## src/byte_stuff_framer_checksum_unit_assert.svh

```systemverilog
// Assertion helpers for the framer. They refer to i_clk and i_rst_n of the
// module that includes this file.
`ifndef BYTE_STUFF_FRAMER_CHECKSUM_UNIT_ASSERT_SVH
`define BYTE_STUFF_FRAMER_CHECKSUM_UNIT_ASSERT_SVH

`ifndef SYNTHESIS
`define BSF_ASSERT_HOLDS(lbl, ante, cons) \
    lbl: assert property (@(posedge i_clk) disable iff (!i_rst_n) (ante) |-> (cons)) \
        else $error("framer assertion failed");
`define BSF_ASSERT_NEXT(lbl, ante, cons) \
    lbl: assert property (@(posedge i_clk) disable iff (!i_rst_n) (ante) |=> (cons)) \
        else $error("framer assertion failed");
`else
`define BSF_ASSERT_HOLDS(lbl, ante, cons)
`define BSF_ASSERT_NEXT(lbl, ante, cons)
`endif

`endif

```

## src/bsf_pkg.sv

```systemverilog
package bsf_pkg;

    localparam int CFG_IDX_W = 1;

    // Configuration register indexes.
    localparam logic [CFG_IDX_W-1:0] REG_FLAG_CHAR   = 1'b0;
    localparam logic [CFG_IDX_W-1:0] REG_ESCAPE_CHAR = 1'b1;

    localparam logic [7:0] FLAG_CHAR_RESET   = 8'd36;
    localparam logic [7:0] ESCAPE_CHAR_RESET = 8'd47;

    typedef struct packed {
        logic [7:0] flag_char;
        logic [7:0] escape_char;
    } t_cfg;

    // One classified payload byte as it travels from the front to the back.
    typedef struct packed {
        logic [7:0] data_byte;
        logic       frame_last;
        logic       need_open;
        logic       need_esc;
    } t_item;

    typedef struct packed {
        logic empty;
        logic full;
    } t_q_status;

    typedef enum logic [2:0] {
        BK_IDLE,
        BK_OPEN,
        BK_ESC,
        BK_DATA,
        BK_CLOSE
    } t_back_state;

endpackage

```

## src/byte_stuff_framer_checksum_unit.sv

```systemverilog
// Byte-stuffing flag framer with an 8-bit checksum trailer. Each input beat
// carries one payload byte and a last-of-frame mark; the block sends out the
// opening flag before the first byte of a frame, an escape before any byte
// equal to the flag or escape character, the byte itself, and after the last
// byte the closing flag together with the inverted modulo-256 sum of every
// byte sent in the frame (flags and escapes included). The output link moves
// one byte per cycle while not stalled, so one input beat puts one to four
// bytes on it: the byte itself, plus one each for an opening flag, an escape
// and a closing flag. That output sequencer sets the rate; the input side
// keeps taking beats into a small queue while the sequencer is busy or the
// output is stalled. Flag and escape characters are to be written through the
// configuration port only while the block is idle, which it does not enforce.
`include "byte_stuff_framer_checksum_unit_assert.svh"

module byte_stuff_framer_checksum_unit #(
    parameter int QUEUE_DEPTH = 4
) (
    input  logic                          i_clk,
    input  logic                          i_rst_n,

    // Input channel: a beat is taken when valid is high and stall is low.
    input  logic                          i_in_valid,
    output logic                          o_in_stall,
    input  logic [7:0]                    i_data_byte,
    input  logic                          i_frame_last,

    // Output channel.
    output logic                          o_out_valid,
    input  logic                          i_out_stall,
    output logic [7:0]                    o_out_byte,
    output logic                          o_run_last,
    output logic                          o_frame_done,
    output logic [7:0]                    o_trailer,

    // Configuration write channel.
    input  logic                          i_cfg_valid,
    output logic                          o_cfg_ready,
    input  logic [bsf_pkg::CFG_IDX_W-1:0] i_cfg_index,
    input  logic [7:0]                    i_cfg_data
);

    bsf_pkg::t_cfg      r_cfg;
    bsf_pkg::t_cfg      n_cfg;
    bsf_pkg::t_q_status q_status;
    bsf_pkg::t_item     push_item;
    bsf_pkg::t_item     head_item;
    logic               push;
    logic               pop;

    // Registers are always writable; writes are to be issued only while idle, which the block does not enforce.
    assign o_cfg_ready = 1'b1;

    always_comb begin
        n_cfg = r_cfg;
        if (i_cfg_valid) begin
            case (i_cfg_index)
                bsf_pkg::REG_FLAG_CHAR:   n_cfg.flag_char   = i_cfg_data;
                bsf_pkg::REG_ESCAPE_CHAR: n_cfg.escape_char = i_cfg_data;
                default:                  n_cfg = r_cfg;
            endcase
        end
    end

    always_ff @(posedge i_clk) begin
        if (!i_rst_n) begin
            r_cfg.flag_char   <= bsf_pkg::FLAG_CHAR_RESET;
            r_cfg.escape_char <= bsf_pkg::ESCAPE_CHAR_RESET;
        end else begin
            r_cfg <= n_cfg;
        end
    end

    // The front tracks whether a frame is open and marks which bytes need
    // an opening flag or an escape, so the back only has to sequence them.
    bsf_front u_front (
        .i_clk        (i_clk),
        .i_rst_n      (i_rst_n),
        .i_valid      (i_in_valid),
        .i_data_byte  (i_data_byte),
        .i_frame_last (i_frame_last),
        .i_cfg        (r_cfg),
        .i_status     (q_status),
        .o_stall      (o_in_stall),
        .o_push       (push),
        .o_item       (push_item)
    );

    bsf_queue #(
        .DEPTH (QUEUE_DEPTH)
    ) u_queue (
        .i_clk    (i_clk),
        .i_rst_n  (i_rst_n),
        .i_push   (push),
        .i_item   (push_item),
        .i_pop    (pop),
        .o_item   (head_item),
        .o_status (q_status)
    );

    // The back emits one byte per cycle, while it has queued work and the output
    // is not stalled, into a registered output stage and keeps the running sum of the open frame.
    bsf_back u_back (
        .i_clk        (i_clk),
        .i_rst_n      (i_rst_n),
        .i_cfg        (r_cfg),
        .i_status     (q_status),
        .i_item       (head_item),
        .o_pop        (pop),
        .i_out_stall  (i_out_stall),
        .o_out_valid  (o_out_valid),
        .o_out_byte   (o_out_byte),
        .o_run_last   (o_run_last),
        .o_frame_done (o_frame_done),
        .o_trailer    (o_trailer)
    );

    // The closing flag always ends the run of its input beat.
    `BSF_ASSERT_HOLDS(a_done_ends_run, o_out_valid && o_frame_done, o_run_last)
    // The closing flag carries the configured flag character.
    `BSF_ASSERT_HOLDS(a_done_is_flag, o_out_valid && o_frame_done, o_out_byte == r_cfg.flag_char)
    // Only the closing flag carries a trailer.
    `BSF_ASSERT_HOLDS(a_trailer_zero, o_out_valid && !o_frame_done, o_trailer == 8'd0)
    // A stalled output beat stays on the port unchanged.
    `BSF_ASSERT_NEXT(a_out_hold, o_out_valid && i_out_stall, o_out_valid && $stable(o_out_byte))

endmodule

```

## src/bsf_front.sv

```systemverilog
module bsf_front (
    input  logic             i_clk,
    input  logic             i_rst_n,
    input  logic             i_valid,
    input  logic [7:0]       i_data_byte,
    input  logic             i_frame_last,
    input  bsf_pkg::t_cfg    i_cfg,
    input  bsf_pkg::t_q_status i_status,
    output logic             o_stall,
    output logic             o_push,
    output bsf_pkg::t_item   o_item
);

    logic r_in_frame;
    logic n_in_frame;

    assign o_stall = i_status.full;
    assign o_push  = i_valid && !i_status.full;

    always_comb begin
        o_item.data_byte  = i_data_byte;
        o_item.frame_last = i_frame_last;
        o_item.need_open  = !r_in_frame;
        o_item.need_esc   = (i_data_byte == i_cfg.flag_char) ||
                            (i_data_byte == i_cfg.escape_char);
    end

    // A frame stays open until a beat marked last has been taken.
    assign n_in_frame = o_push ? !i_frame_last : r_in_frame;

    always_ff @(posedge i_clk) begin
        if (!i_rst_n) begin
            r_in_frame <= 1'b0;
        end else begin
            r_in_frame <= n_in_frame;
        end
    end

endmodule

```

## src/bsf_queue.sv

```systemverilog
module bsf_queue #(
    parameter int DEPTH = 4
) (
    input  logic               i_clk,
    input  logic               i_rst_n,
    input  logic               i_push,
    input  bsf_pkg::t_item     i_item,
    input  logic               i_pop,
    output bsf_pkg::t_item     o_item,
    output bsf_pkg::t_q_status o_status
);

    localparam int PW = (DEPTH > 1) ? $clog2(DEPTH) : 1;
    localparam int CW = $clog2(DEPTH + 1);

    bsf_pkg::t_item r_mem [DEPTH];
    logic [PW-1:0]  r_wr;
    logic [PW-1:0]  r_rd;
    logic [CW-1:0]  r_count;
    logic [PW-1:0]  n_wr;
    logic [PW-1:0]  n_rd;
    logic [CW-1:0]  n_count;

    assign o_status.empty = (r_count == CW'(0));
    assign o_status.full  = (r_count == CW'(DEPTH));
    assign o_item         = r_mem[r_rd];

    always_comb begin
        n_wr    = r_wr;
        n_rd    = r_rd;
        n_count = r_count;
        if (i_push) begin
            n_wr = (r_wr == PW'(DEPTH - 1)) ? '0 : r_wr + PW'(1);
        end
        if (i_pop) begin
            n_rd = (r_rd == PW'(DEPTH - 1)) ? '0 : r_rd + PW'(1);
        end
        if (i_push && !i_pop) begin
            n_count = r_count + CW'(1);
        end else if (i_pop && !i_push) begin
            n_count = r_count - CW'(1);
        end
    end

    always_ff @(posedge i_clk) begin
        if (i_push) begin
            r_mem[r_wr] <= i_item;
        end
    end

    always_ff @(posedge i_clk) begin
        if (!i_rst_n) begin
            r_wr    <= '0;
            r_rd    <= '0;
            r_count <= '0;
        end else begin
            r_wr    <= n_wr;
            r_rd    <= n_rd;
            r_count <= n_count;
        end
    end

endmodule

```

## src/bsf_back.sv

```systemverilog
module bsf_back (
    input  logic               i_clk,
    input  logic               i_rst_n,
    input  bsf_pkg::t_cfg      i_cfg,
    input  bsf_pkg::t_q_status i_status,
    input  bsf_pkg::t_item     i_item,
    output logic               o_pop,
    input  logic               i_out_stall,
    output logic               o_out_valid,
    output logic [7:0]         o_out_byte,
    output logic               o_run_last,
    output logic               o_frame_done,
    output logic [7:0]         o_trailer
);

    bsf_pkg::t_back_state r_state;
    bsf_pkg::t_back_state n_state;
    bsf_pkg::t_item       r_item;
    logic [7:0]           r_sum;

    logic                 r_valid;
    logic [7:0]           r_byte;
    logic                 r_run_last;
    logic                 r_done;
    logic [7:0]           r_trailer;

    logic                 adv;
    logic                 piece_done;
    logic                 item_done;
    logic [7:0]           emit_byte;
    logic                 emit_run_last;
    logic                 emit_done;
    logic [7:0]           sum_add;
    logic [7:0]           emit_trailer;

    // First byte that a freshly loaded entry puts on the line.
    function automatic bsf_pkg::t_back_state first_piece(input bsf_pkg::t_item item);
        bsf_pkg::t_back_state s;
        if (item.need_open) begin
            s = bsf_pkg::BK_OPEN;
        end else if (item.need_esc) begin
            s = bsf_pkg::BK_ESC;
        end else begin
            s = bsf_pkg::BK_DATA;
        end
        return s;
    endfunction

    assign adv = !r_valid || !i_out_stall;

    // Output decode for the current state.
    always_comb begin
        emit_byte     = r_item.data_byte;
        emit_run_last = 1'b0;
        emit_done     = 1'b0;
        case (r_state)
            bsf_pkg::BK_OPEN: begin
                emit_byte = i_cfg.flag_char;
            end
            bsf_pkg::BK_ESC: begin
                emit_byte = i_cfg.escape_char;
            end
            bsf_pkg::BK_DATA: begin
                emit_byte     = r_item.data_byte;
                emit_run_last = !r_item.frame_last;
            end
            bsf_pkg::BK_CLOSE: begin
                emit_byte     = i_cfg.flag_char;
                emit_run_last = 1'b1;
                emit_done     = 1'b1;
            end
            default: begin
                emit_byte = r_item.data_byte;
            end
        endcase
        sum_add      = (r_state == bsf_pkg::BK_OPEN) ? emit_byte : r_sum + emit_byte;
        emit_trailer = emit_done ? ~sum_add : 8'd0;
        piece_done   = (r_state != bsf_pkg::BK_IDLE) && adv;
        item_done    = piece_done && emit_run_last;
        o_pop        = !i_status.empty && ((r_state == bsf_pkg::BK_IDLE) || item_done);
    end

    // Next state.
    always_comb begin
        n_state = r_state;
        case (r_state)
            bsf_pkg::BK_IDLE: begin
                if (o_pop) begin
                    n_state = first_piece(i_item);
                end
            end
            bsf_pkg::BK_OPEN: begin
                if (adv) begin
                    n_state = r_item.need_esc ? bsf_pkg::BK_ESC : bsf_pkg::BK_DATA;
                end
            end
            bsf_pkg::BK_ESC: begin
                if (adv) begin
                    n_state = bsf_pkg::BK_DATA;
                end
            end
            bsf_pkg::BK_DATA: begin
                if (adv) begin
                    if (r_item.frame_last) begin
                        n_state = bsf_pkg::BK_CLOSE;
                    end else if (o_pop) begin
                        n_state = first_piece(i_item);
                    end else begin
                        n_state = bsf_pkg::BK_IDLE;
                    end
                end
            end
            bsf_pkg::BK_CLOSE: begin
                if (adv) begin
                    n_state = o_pop ? first_piece(i_item) : bsf_pkg::BK_IDLE;
                end
            end
            default: begin
                n_state = bsf_pkg::BK_IDLE;
            end
        endcase
    end

    always_ff @(posedge i_clk) begin
        if (!i_rst_n) begin
            r_state <= bsf_pkg::BK_IDLE;
            r_valid <= 1'b0;
            r_sum   <= 8'd0;
        end else begin
            r_state <= n_state;
            if (adv) begin
                r_valid <= piece_done;
            end
            if (piece_done) begin
                r_sum <= emit_done ? 8'd0 : sum_add;
            end
        end
    end

    always_ff @(posedge i_clk) begin
        if (o_pop) begin
            r_item <= i_item;
        end
        if (piece_done) begin
            r_byte     <= emit_byte;
            r_run_last <= emit_run_last;
            r_done     <= emit_done;
            r_trailer  <= emit_trailer;
        end
    end

    assign o_out_valid  = r_valid;
    assign o_out_byte   = r_byte;
    assign o_run_last   = r_run_last;
    assign o_frame_done = r_done;
    assign o_trailer    = r_trailer;

endmodule

```

## config.mk

```make
export PLATFORM = sky130hd
export DESIGN_NAME = byte_stuff_framer_checksum_unit
export DESIGN_NICKNAME = d
export VERILOG_FILES = /design/src/bsf_pkg.sv /design/src/byte_stuff_framer_checksum_unit.sv /design/src/bsf_front.sv /design/src/bsf_queue.sv /design/src/bsf_back.sv
export VERILOG_INCLUDE_DIRS = /design/src /design/src/src
export SDC_FILE = /design/constraint.sdc
export NUM_CORES = 1
export LEC_CHECK = 0
export ABC_AREA = 0
export BUFFER_PORTS_ARGS = -buffer_cell sky130_fd_sc_hd__buf_4
export CORE_MARGIN = 4
export CORE_UTILIZATION = 55
export DETAILED_ROUTE_END_ITERATION = 16
export GPL_TIMING_DRIVEN = 0
export PLACE_DENSITY_LB_ADDON = 0.25
export REMOVE_ABC_BUFFERS = 1
export SYNTH_ARGS = -nofsm -noshare
export SYNTH_HDL_FRONTEND = slang
export SYNTH_SLANG_ARGS = --single-unit
```

## constraint.sdc

```tcl
create_clock -name i_clk -period 4 [get_ports i_clk]
set_clock_uncertainty 0.1 [all_clocks]
set_input_delay 0 -clock i_clk [delete_from_list [all_inputs] [get_ports i_clk]]
set_output_delay 0 -clock i_clk [all_outputs]
set_load 0.1 [all_outputs]
```

==> key figures, run 1 <==
Pwr
  • Net switching power: 2.169 mW
  • Comb pwr share: 0.482
  • Pint: 2.532 mW
  • LEAKAGE: 2.149 nW
  • Maximum VDD drop: 0.3466 mV
  • Sw Share: 0.4614
  • Clock power frac: 0.145
  • Sequential group share of total power: 0.373
  • Pwr per Cell Area: 818.1 mW/mm^2

Floorplan
  • Die area: 0.01056 mm^2
  • Initial Utilization: 0.5664
  • Die width: 102.8 um
  • Standard-cell row count: 34
  • Core footprint: 0.008721 mm^2
  • DIE HEIGHT: 102.8 um
  • IO Pins: 44

Global routing
  • First-pass GRT wire length: 15740 um
  • Overflow left after global routing: 0
  • Number of global-route vias before repair: 3180
  • Initial antenna violation count: 0
  • Gr usage total: 0.1957
  • Largest net degree at the start of global routing: 32

Clock network
  • Clock sinks: 110
  • Num CTS Buffers: 9
  • Root buffer selected by CTS: clkbuf_8
  • H-tree depth: 3
  • Clock buffer depth: 2
  • Setup Fix Bufs, Post-CTS: 0
  • TritonCTS clock tree: yes
  • CTS clk-pin slew, worst paths: 0.11 ns
  • Insertion delay to the later sink of the worst-skew pair: 0.38 ns

Place
  • GP Congestion: 0.8650
  • Placed Area: 0.005281 mm^2
  • DP Cell Count: 525
  • Placed wire-length estimate: 6578 um
  • PortBufs: 42

Yosys
  • Synth warn: 0
  • Avg Inst Size Synth: 12.51 um^2
  • Post-synth ARST share: 0
  • Top FF cell, synth: edfxtp_1
  • Number of enable flip-flop cells after synthesis: 72
  • Yosys cell types: 55
  • Synthesized flop and latch total: 110
  • Synthesized netlist cell count: 395
  • Sequential share of the synthesized area: 0.5917
  • Mapped Area: 0.004940 mm^2

Timing
  • Final Hold Violating Endpoints: 0
  • Post-route minimum period: 3.704 ns
  • RSZ-0062 raised after global routing: no
  • Slew headroom: 0.5014
  • Tcrit/Tclk final: 0.9259
  • Max Freq: 0.2700 GHz
  • Endpoints failing setup: 0
  • Final slew viol count: 0
  • Slew @ Worst Pin: 0.7469 ns

Setup path
  • Crit end category: flop
  • Type of origin of the critical path: flop
  • Worst-path fanout max: 13
  • Kind of critical path: flop to flop
  • CP required: 4.03 ns
  • Critical Path AT: 3.73 ns

Worst hold path
  • Hold Crit Class: input pin to flop

Cells and area
  • Share of post-route cells with drive strength above 1: 0.1747
  • Finished Layout Cells: 566
  • Layout Area Growth over Synthesis: 16.31%
  • Inserted Diodes: 0
  • Nets: 491
  • Finished layout cell area: 0.005746 mm^2

Flow run
  • Max cap viols: 0

Detailed routing
  • Routed WL: 9532 um
  • Antenna Nets Post-Route: 0
  • DRT iter0 DRCs: 159
  • TritonRoute pass-1 iters: 5
  • WL per Instance: 16.84 um
  • DRC Markers: 0
  • Vias: 3212
  • Vias/cell: 5.675

Run status
  • Status: completed
-- cell type report --
cell class	count	area (um^2)
multi-input combinational	251	1856
clock inverter	7	88.84
tap	108	135.1
sequential	110	2924
timing repair buffer	67	565.5
fill	649	2975
clock buffer	9	123.9
inverter	14	52.55
-- cell families (layout without fill, tap and decap cells) --
kind of cell,after synthesis,after routing,share of synthesized area
flops,110,110,0.5917
other cells,1,1,0.0007591
compound gates,80,80,0.1125
mux,22,22,0.07270
simple gates,108,108,0.1044
fa+ha+maj,15,15,0.04103
buf+inv,34,97,0.03268
xor+xnor,25,25,0.04433
-- cells in the mapped netlist, drive strengths merged, types with 2 or more instances --
master	number	area, um^2
a211oi	2	15.01
a21boi	12	90.09
a21oi	20	111.4
a32o	2	20.02
and2	8	50.05
and3	2	12.51
buf	10	71.32
clkbuf	10	37.54
dfxtp	38	760.7
edfxtp	72	2162
fa	2	40.04
ha	13	162.7
inv	14	52.55
mux2i	10	100.1
mux4	11	247.7
nand2	47	176.4
nand2b	3	18.77
nand3	9	45.04
nand4	5	31.28
nor2	16	62.56
nor2b	8	50.05
nor3	2	10.01
nor3b	2	15.01
o211a	2	20.02
o21ai	11	55.05
o21bai	2	15.01
o22ai	16	112.6
or2	3	18.78
xnor2	19	166.4
xor2	6	52.55
-- through the flow --
| stage | hold WS [ns] | setup WS, ns | total power [mW] | utilization | TNS [ns] |
|---|---|---|---|---|---|
| after floorplan | -0.02817 | -0.4766 | 3.513 | - | -1.634 |
| after CTS | 0.03991 | 0.08460 | 4.718 | 0.6587 | 0 |
| final | 0.05345 | 0.2964 | 4.701 | 0.6588 | 0 |
| after detailed placement | 0.1195 | 0.09827 | 4.022 | 0.6056 | 0 |
| after global routing | 0.1174 | 0.008298 | 4.969 | 0.6588 | 0 |
| after global placement | 0.1094 | 0.2128 | 3.954 | 0.6056 | 0 |
-- layer usage --
| layer | up-vias | track usage | wire (um) |
|---|---|---|---|
| li1 | 1556 | - | - |
| met1 | 1556 | 0.2581 | 4143 |
| met2 | 88 | 0.3332 | 4776 |
| met3 | 12 | 0.02909 | 474 |
| met4 | 0 | 0.06773 | 136 |
| met5 | - | 0 | 0 |
-- power groups by stage --
| stage | combinational (mW) | sequential (mW) | clock (mW) |
|---|---|---|---|
| after floorplan | 1.11 | 2.40 | 0 |
| after global placement | 2.19 | 1.77 | 0 |
| after detailed placement | 2.24 | 1.78 | 0 |
| after CTS | 2.27 | 1.76 | 0.691 |
| after global routing | 2.44 | 1.79 | 0.733 |
| final | 2.26 | 1.75 | 0.682 |
-- critical path: stages, from the launching register on --
cell      delay, ns
dfxtp_1        0.63
or2_1          0.35
or2_1          0.36
o22ai_1        0.12
a21oi_1        0.38
ha_1           0.25
inv_1          0.05
fa_1           0.40
o21bai_1       0.15
a21oi_1        0.12
o21ai_0        0.25
xor2_1         0.22
nor2_1         0.05
-- what timing repair did --
action / in CTS / in global routing
hold buffers: 25 / 0
endpoints found under the setup margin: 0 / 6
gates resized for setup: 0 / 2
hold endpoints to repair: 67 / 0
-- layout by cell type (no fill, tap or decap), types with 2 or more instances in the layout --
master         Yosys  routed
clkinv_8           0       3
inv_8              0       2
nand4_1            5       5
xnor2_1           19      19
nor3_1             2       2
fa_1               2       2
ha_1              13      13
nor3b_1            2       2
buf_4              1      42
edfxtp_1          72      72
a32o_1             2       2
xor2_1             6       6
a21oi_1           17      17
and3_1             2       2
a211oi_1           2       2
o211a_1            2       2
mux2i_1           10      10
inv_1             14      14
nor2b_1            8       8
o22ai_2            2       2
dlygate4sd3_1      0      25
nor2_1            15      15
clkbuf_8           0       9
mux4_2            11      11
a21oi_2            3       3
nand2_1           47      47
a21boi_0          12      12
o22ai_1           14      14
o21bai_1           2       2
and2_1             8       8
nand2b_1           3       3
or2_1              1       2
o21ai_0           11      11
nand3_1            9       9
dfxtp_1           38      37
-- sequential cells by signal, summed over array words and instances (netlist names), named ones only --
signal	count
u_queue.r_mem	44
r_cfg	16
u_back.r_item	10
u_back.o_out_byte	8
u_back.o_trailer	8
u_back.r_sum	8
u_back.r_state	3
u_queue.r_count	3
u_queue.r_rd	2
u_queue.r_wr	2
u_back.o_frame_done	1
u_back.o_out_valid	1
u_back.o_run_last	1
u_front.r_in_frame	1
-- final timing paths --
check,startpoint,end,slack (ns),depth (start not counted)
worst min-delay path,i_out_stall,u_back.r_state[0]$_SDFFE_PN0P_,0.05,5
worst max-delay path,u_back.r_state[0]$_SDFFE_PN0P_,u_back.o_trailer[6]$_SDFFCE_PP0P_,0.30,12
worst max register to register,u_back.r_state[0]$_SDFFE_PN0P_,u_back.o_trailer[6]$_SDFFCE_PP0P_,0.30,12
worst min register to register,u_back.r_sum[3]$_SDFFE_PN0P_,u_back.r_sum[3]$_SDFFE_PN0P_,0.38,2
No activity file was read; power rests on OpenSTA's default activity.
==> run 2, diff against run 1 <==
--- a/config.mk
+++ b/config.mk
@@ -8,11 +8,11 @@
 export LEC_CHECK = 0
 export ABC_AREA = 0
 export BUFFER_PORTS_ARGS = -buffer_cell sky130_fd_sc_hd__buf_4
-export CORE_MARGIN = 4
+export CORE_MARGIN = 2
 export CORE_UTILIZATION = 55
 export DETAILED_ROUTE_END_ITERATION = 16
 export GPL_TIMING_DRIVEN = 0
-export PLACE_DENSITY_LB_ADDON = 0.25
+export PLACE_DENSITY = 0.75
 export REMOVE_ABC_BUFFERS = 1
 export SYNTH_ARGS = -nofsm -noshare
 export SYNTH_HDL_FRONTEND = slang
==> key figures, run 2 (synthesis results as in run 1) <==
Timing
  • WHS: 0.07419 ns (was 0.05345 ns)
  • Final slew viol count: 0 (unchanged)
  • Max Freq: 0.2746 GHz (was 0.2700 GHz)
  • RSZ-0062 raised after global routing: no (unchanged)
  • Final Hold Violating Endpoints: 0 (unchanged)
  • Slew @ Worst Pin: 0.7378 ns (was 0.7469 ns)
  • Post-route minimum period: 3.641 ns (was 3.704 ns)
  • Setup TNS: 0 ns (unchanged)
  • Endpoints failing setup: 0 (unchanged)
  • Slew headroom: 0.5074 (was 0.5014)
  • Tcrit/Tclk final: 0.9103 (was 0.9259)

Cells and area
  • Largest registers: u_queue.r_mem (44), r_cfg (16), u_back.r_item (10) (unchanged)
  • Nets: 490 (was 491)
  • Share of post-route cells with drive strength above 1: 0.1707 (was 0.1747)
  • Commonest cells after routing, fill and taps aside: 72 x edfxtp_1, 47 x nand2_1, 42 x buf_4 (unchanged)
  • Commonest non-fill, non-tap cell in the layout: edfxtp_1 (unchanged)
  • Inserted Diodes: 0 (unchanged)
  • Largest Register: u_queue.r_mem (unchanged)
  • Post-layout util: 0.6550 (was 0.6588)
  • Finished layout cell area: 0.005712 mm^2 (was 0.005746 mm^2)
  • Layout Area Growth over Synthesis: 15.63% (was 16.31%)
  • Max reg flops: 44 (unchanged)

Pwr
  • Total Power: 4.628 mW (was 4.701 mW)
  • Maximum VDD drop: 0.3735 mV (was 0.3466 mV)
  • LEAKAGE: 2.134 nW (was 2.149 nW)
  • Pwr per Cell Area: 810.2 mW/mm^2 (was 818.1 mW/mm^2)

Clock network
  • Setup Fix Bufs, Post-CTS: 0 (unchanged)
  • TritonCTS clock tree: yes (unchanged)
  • Clock buffer depth: 2 (unchanged)
  • H-tree depth: 3 (unchanged)
  • Root buffer selected by CTS: clkbuf_8 (unchanged)
  • CTS clk-pin slew, worst paths: 0.10 ns (was 0.11 ns)
  • Num CTS Buffers: 9 (unchanged)
  • Insertion delay to the later sink of the worst-skew pair: 0.37 ns (was 0.38 ns)
  • Clock sinks: 110 (unchanged)

Global routing
  • Busiest layer in global routing: met2 (unchanged)
  • Gr usage total: 0.2016 (was 0.1957)
  • Largest net degree at the start of global routing: 32 (unchanged)
  • Number of global-route vias before repair: 3230 (was 3180)
  • Initial antenna violation count: 0 (unchanged)
  • GR Util met1: 0.2565 (was 0.2581)
  • Met2 usage: 0.3347 (was 0.3332)
  • Overflow left after global routing: 0 (unchanged)
  • Met3 Use GR: 0.03475 (was 0.02909)
  • First-pass GRT wire length: 15410 um (was 15740 um)

Detailed routing
  • Vias: 3204 (was 3212)
  • DRC Markers: 0 (unchanged)
  • DRT iter0 DRCs: 115 (was 159)
  • WL per Instance: 16.42 um (was 16.84 um)
  • Vias/cell: 5.671 (was 5.675)
  • TritonRoute pass-1 iters: 4 (was 5)
  • Antenna Nets Post-Route: 0 (unchanged)
  • Routed WL: 9280 um (was 9532 um)

Setup path
  • Critical Path AT: 3.66 ns (was 3.73 ns)
  • Cell count of the worst reg-to-reg path: 12 (unchanged)
  • CP cell instances: or2_1 > or2_1 > o22ai_1 > a21oi_1 > ha_1 > inv_1 > fa_1 > o21bai_1 > a21oi_1 > o21ai_0 > xor2_1 > nor2_1 (unchanged)
  • Crit path depth: 12 (unchanged)
  • Reg2reg end: u_back.o_trailer[6]$_SDFFCE_PP0P_ (unchanged)
  • Type of origin of the critical path: flop (unchanged)
  • Worst r2r src: u_back.r_state[0]$_SDFFE_PN0P_ (unchanged)
  • Kind of critical path: flop to flop (unchanged)
  • Critical path buffers and inverters: 1 (unchanged)
  • CP required: 4.02 ns (was 4.03 ns)
  • Register-to-register setup slack: 0.36 ns (was 0.30 ns)
  • Worst-path fanout max: 13 (unchanged)
  • Crit end category: flop (unchanged)
  • CP max-delay cell: dfxtp_1 (unchanged)
  • Largest delay share family, worst path: compound AO/OA/AOI/OAI gates (unchanged)
  • Slowest stage delay, CP: 0.58 ns (was 0.63 ns)

Worst hold path
  • WHS Path Cells: 3 (was 5)
  • Worst Min Path Start: i_out_stall (unchanged)
  • Hold Crit Class: input pin to flop (unchanged)
  • WHS Endpoint: u_back.o_out_valid$_SDFFE_PN0N_ (was u_back.r_state[0]$_SDFFE_PN0P_)

Place
  • Placed wire-length estimate: 6517 um (was 6578 um)
  • Placed Area: 0.005281 mm^2 (unchanged)
  • PortBufs: 42 (unchanged)
  • GP Congestion: 0.9210 (was 0.8650)

Flow run
  • Max cap viols: 0 (unchanged)

Floorplan
  • Core footprint: 0.008721 mm^2 (unchanged)
  • IO Pins: 44 (unchanged)
  • Standard-cell row count: 34 (unchanged)
  • Initial Utilization: 0.5664 (unchanged)
  • Die area: 0.009756 mm^2 (was 0.01056 mm^2)
  • Die width: 98.77 um (was 102.8 um)
  • DIE HEIGHT: 98.77 um (was 102.8 um)

Run status
  • Status: completed (unchanged)
## run 2: how the worst max path moves through the flow
stage / startpoint / end / slack (ns)
after global routing: u_back.r_state[0]$_SDFFE_PN0P_ / u_back.o_trailer[6]$_SDFFCE_PP0P_ / 0.13
after global placement: u_back.r_state[2]$_SDFFE_PN0P_ / u_back.o_trailer[6]$_SDFFCE_PP0P_ / 0.19
after CTS: u_back.r_state[2]$_SDFFE_PN0P_ / u_back.o_trailer[6]$_SDFFCE_PP0P_ / 0.09
after detailed placement: u_back.r_state[2]$_SDFFE_PN0P_ / u_back.o_trailer[6]$_SDFFCE_PP0P_ / 0.11
final: u_back.r_state[0]$_SDFFE_PN0P_ / u_back.o_trailer[6]$_SDFFCE_PP0P_ / 0.36
after floorplan: u_queue.r_count[0]$_SDFFE_PN0P_ / u_queue.r_count[2]$_SDFFE_PN0P_ / -0.48
## run 2: metal layers
layer  up-vias  routed length [um]
met2        92                4507
met4         0                 273
met1      1535                4068
met3        23                 431
met5         -                   0
li1       1554                   -
## run 2: power by group
part	total, mW	internal (mW)	switching, mW
logic	2.24	0.720	1.53
clock network	0.638	0.280	0.358
registers	1.74	1.56	0.187
total	4.63	2.56	2.07
## run 2: repair_timing
action	CTS	global route
endpoints found under the hold margin	67	0
setup endpoints to repair	0	4
resized for setup	0	2
hold buffers	24	0
## run 2: through the flow
stage / worst slack [ns] / instances
5_1_grt: 0.1289 / 565
3_5_place_dp: 0.1055 / 525
2_1_floorplan: -0.4766 / 375
4_1_cts: 0.09046 / 565
3_3_place_gp: 0.1863 / 525
6_report: 0.3586 / 565
## run 2: cell type report
cell class | instances | area (um^2)
flip-flops and latches | 110 | 2924
inverters | 14 | 52.55
well taps | 108 | 135.1
clock inverters | 2 | 16.27
clock buffers | 14 | 172.7
fillers | 649 | 3009
multi-input cells | 251 | 1856
repair buffers | 66 | 555.5
## run 2: worst min-delay path: stages
cell      delay [ns]
buf_4           0.11
nand2_1         0.26
a21boi_0        0.13
==> run 3, diff against run 2 <==
--- a/config.mk
+++ b/config.mk
@@ -9,7 +9,7 @@
 export ABC_AREA = 0
 export BUFFER_PORTS_ARGS = -buffer_cell sky130_fd_sc_hd__buf_4
 export CORE_MARGIN = 2
-export CORE_UTILIZATION = 55
+export CORE_UTILIZATION = 53
 export DETAILED_ROUTE_END_ITERATION = 16
 export GPL_TIMING_DRIVEN = 0
 export PLACE_DENSITY = 0.75
==> constraint.sdc (replaced) <==
create_clock -name i_clk -period 2.9 [get_ports i_clk]
set_clock_uncertainty 0.1 [all_clocks]
set_input_delay 0 -clock i_clk [delete_from_list [all_inputs] [get_ports i_clk]]
set_output_delay 0 -clock i_clk [all_outputs]
set_load 0.1 [all_outputs]
==> key figures, run 3 (synthesis results as in run 1) <==
Clock network
  • CTS clk-pin slew, worst paths: 0.10 ns (about the same)
  • Clock sinks: 110 (unchanged)
  • Root buffer selected by CTS: clkbuf_8 (unchanged)
  • Clock buffer depth: 2 (unchanged)
  • H-tree depth: 3 (unchanged)
  • TritonCTS clock tree: yes (unchanged)
  • Num CTS Buffers: 9 (unchanged)
  • Insertion delay to the later sink of the worst-skew pair: 0.37 ns (about the same)

Setup path
  • Crit end category: flop (unchanged)
  • CP required: 3.12 ns (was 4.02 ns)
  • Kind of critical path: flop to flop (unchanged)
  • Worst-path fanout max: 8 (was 13)
  • Type of origin of the critical path: flop (unchanged)
  • Register-to-register setup slack: -0.14 ns (was 0.36 ns)
  • Critical Path AT: 3.26 ns (was 3.66 ns)

Flow run
  • Max cap viols: 0 (unchanged)

Cells and area
  • Largest Register: u_queue.r_mem (unchanged)
  • Layout Area Growth over Synthesis: 24.67% (was 15.63%)
  • Largest registers: u_queue.r_mem (44), r_cfg (16), u_back.r_item (10) (unchanged)
  • Commonest cells after routing, fill and taps aside: 72 x edfxtp_1, 66 x buf_4, 47 x nand2_1 (was 72 x edfxtp_1, 47 x nand2_1, 42 x buf_4)
  • Max reg flops: 44 (unchanged)
  • Fillers: 647 (was 649)
  • Share of post-route cells with drive strength above 1: 0.2660 (was 0.1707)
  • Nets: 518 (was 490)
  • Commonest non-fill, non-tap cell in the layout: edfxtp_1 (unchanged)
  • Inserted Diodes: 0 (unchanged)

Place
  • PortBufs: 42 (unchanged)
  • GP Congestion: 0.9189 (was 0.9210)
  • Placed wire-length estimate: 6483 um (was 6517 um)

Floorplan
  • Die width: 100.5 um (was 98.77 um)
  • Core footprint: 0.009153 mm^2 (was 0.008721 mm^2)
  • Standard-cell row count: 35 (was 34)
  • Initial Utilization: 0.5397 (was 0.5664)
  • DIE HEIGHT: 100.5 um (was 98.77 um)
  • Die area: 0.01011 mm^2 (was 0.009756 mm^2)
  • IO Pins: 44 (unchanged)

Timing
  • Max Freq: 0.3290 GHz (was 0.2746 GHz)
  • Tcrit/Tclk final: 1.048 (was 0.9103)
  • Slew @ Worst Pin: 0.7690 ns (was 0.7378 ns)
  • Endpoints failing setup: 3 (was 0)
  • Final slew viol count: 0 (unchanged)
  • Final Hold Violating Endpoints: 0 (unchanged)
  • Slew headroom: 0.4834 (was 0.5074)
  • RSZ-0062 raised after global routing: yes (was no)
  • WHS: 0.07226 ns (was 0.07419 ns)
  • Post-route minimum period: 3.040 ns (was 3.641 ns)
  • Final worst slack: -0.1396 ns (was 0.3586 ns)

Global routing
  • Overflow left after global routing: 0 (unchanged)
  • Gr usage total: 0.2072 (was 0.2016)
  • First-pass GRT wire length: 16080 um (was 15410 um)
  • Number of global-route vias before repair: 3275 (was 3230)
  • Initial antenna violation count: 0 (unchanged)
  • Largest net degree at the start of global routing: 32 (unchanged)
  • Met3 Use GR: 0.03051 (was 0.03475)
  • Busiest layer in global routing: met2 (unchanged)
  • GR Util met1: 0.2571 (was 0.2565)
  • Met2 usage: 0.3650 (was 0.3347)

Detailed routing
  • Vias/cell: 5.669 (was 5.671)
  • Routed WL: 10310 um (was 9280 um)
  • DRT iter0 DRCs: 196 (was 115)
  • TritonRoute pass-1 iters: 4 (unchanged)
  • Antenna Nets Post-Route: 0 (unchanged)
  • Vias: 3379 (was 3204)
  • WL per Instance: 17.30 um (was 16.42 um)
  • DRC Markers: 0 (unchanged)

Pwr
  • Pwr per Cell Area: 1162 mW/mm^2 (was 810.2 mW/mm^2)
  • LEAKAGE: 2.310 nW (was 2.134 nW)
  • Maximum VDD drop: 0.5114 mV (was 0.3735 mV)
  • Total Power: 7.154 mW (was 4.628 mW)

Worst hold path
  • Hold Crit Class: input pin to flop (unchanged)

Run status
  • Failing checks: negative setup slack
  • Status: complete, but fails checks (was completed)
[run 3: changes by cell type in the layout (fill, tap and decap cells not counted), moves of 3 or more]
| cell | before | now |
|---|---|---|
| a21oi_1 | 17 | 9 |
| a21oi_2 | 3 | 8 |
| a21oi_4 | 0 | 3 |
| buf_4 | 42 | 66 |
| dfxtp_4 | 0 | 3 |
| dlygate4sd3_1 | 24 | 27 |
| ha_1 | 13 | 10 |
| o22ai_1 | 14 | 11 |
| o22ai_2 | 2 | 5 |
[run 3: path summary, 6_finish.rpt]
check / startpoint / cells past startpoint / to
worst max-delay path: u_back.r_state[1]$_SDFFE_PN0P_ / 13 / u_back.r_sum[6]$_SDFFE_PN0P_
worst min-delay path: i_out_stall / 5 / u_back.r_state[0]$_SDFFE_PN0P_
worst max register to register: u_back.r_state[1]$_SDFFE_PN0P_ / 13 / u_back.r_sum[6]$_SDFFE_PN0P_
worst min register to register: u_back.r_sum[4]$_SDFFE_PN0P_ / 2 / u_back.r_sum[4]$_SDFFE_PN0P_
[run 3: per-stage QoR]
| stage | setup slack [ns] | setup TNS, ns | cells | utilization | cell area, um^2 |
|---|---|---|---|---|---|
| 2_1_floorplan | -1.577 | -56.71 | 375 | - | 4831 |
| 3_3_place_gp | -0.9473 | -9.380 | 528 | 0.5774 | 5285 |
| 3_5_place_dp | -1.020 | -10.30 | 528 | 0.5774 | 5285 |
| 4_1_cts | -0.05338 | -0.1137 | 582 | 0.6487 | 5937 |
| 5_1_grt | -0.1679 | -0.5862 | 596 | 0.6729 | 6158 |
| 6_report | -0.1396 | -0.2955 | 596 | 0.6729 | 6158 |
[run 3: report_power, final]
group / leakage (nW) / switching (mW) / internal, mW
clock: 0.112 / 0.527 / 0.488
combinational: 1.21 / 2.37 / 1.36
sequential: 0.987 / 0.259 / 2.16
total: 2.31 / 3.15 / 4.00
[run 3: final cells by class]
type / instances / area, um^2 / share of cell area
Sequential cell: 110 / 2934 / 0.4764
Multi-Input combinational cell: 251 / 2017 / 0.3275
Timing Repair Buffer: 94 / 785.8 / 0.1276
Clock buffer: 12 / 166.4 / 0.02702
Tap cell: 111 / 138.9 / 0.02255
Clock inverter: 4 / 60.06 / 0.009752
Inverter: 14 / 56.30 / 0.009143
[run 3: layer usage]
metal	part of all wire	vias to the layer above	wire (um)
met5	0	-	0
met4	0.017	0	180
met3	0.036	15	375
met2	0.52	72	5401
met1	0.42	1683	4353
li1	-	1609	-
[run 3: repair_timing]
action / 4_1_cts / 5_1_grt
setup buffers: 11 / 14
pin swaps: 3 / 12
endpoints found under the hold margin: 67 / 0
hold buffers: 27 / 0
gates resized for setup: 20 / 18
setup endpoints to repair: 17 / 9
[run 3: worst max-delay path, stage by stage (launching register included)]
cell      delay, ns
dfxtp_4        0.40
o21a_1         0.23
a21oi_4        0.23
o22ai_2        0.13
a21oi_2        0.24
ha_2           0.23
inv_1          0.05
fa_1           0.39
o21bai_1       0.17
a21oi_1        0.12
o21ai_1        0.18
xor2_1         0.24
buf_4          0.16
a31o_1         0.13
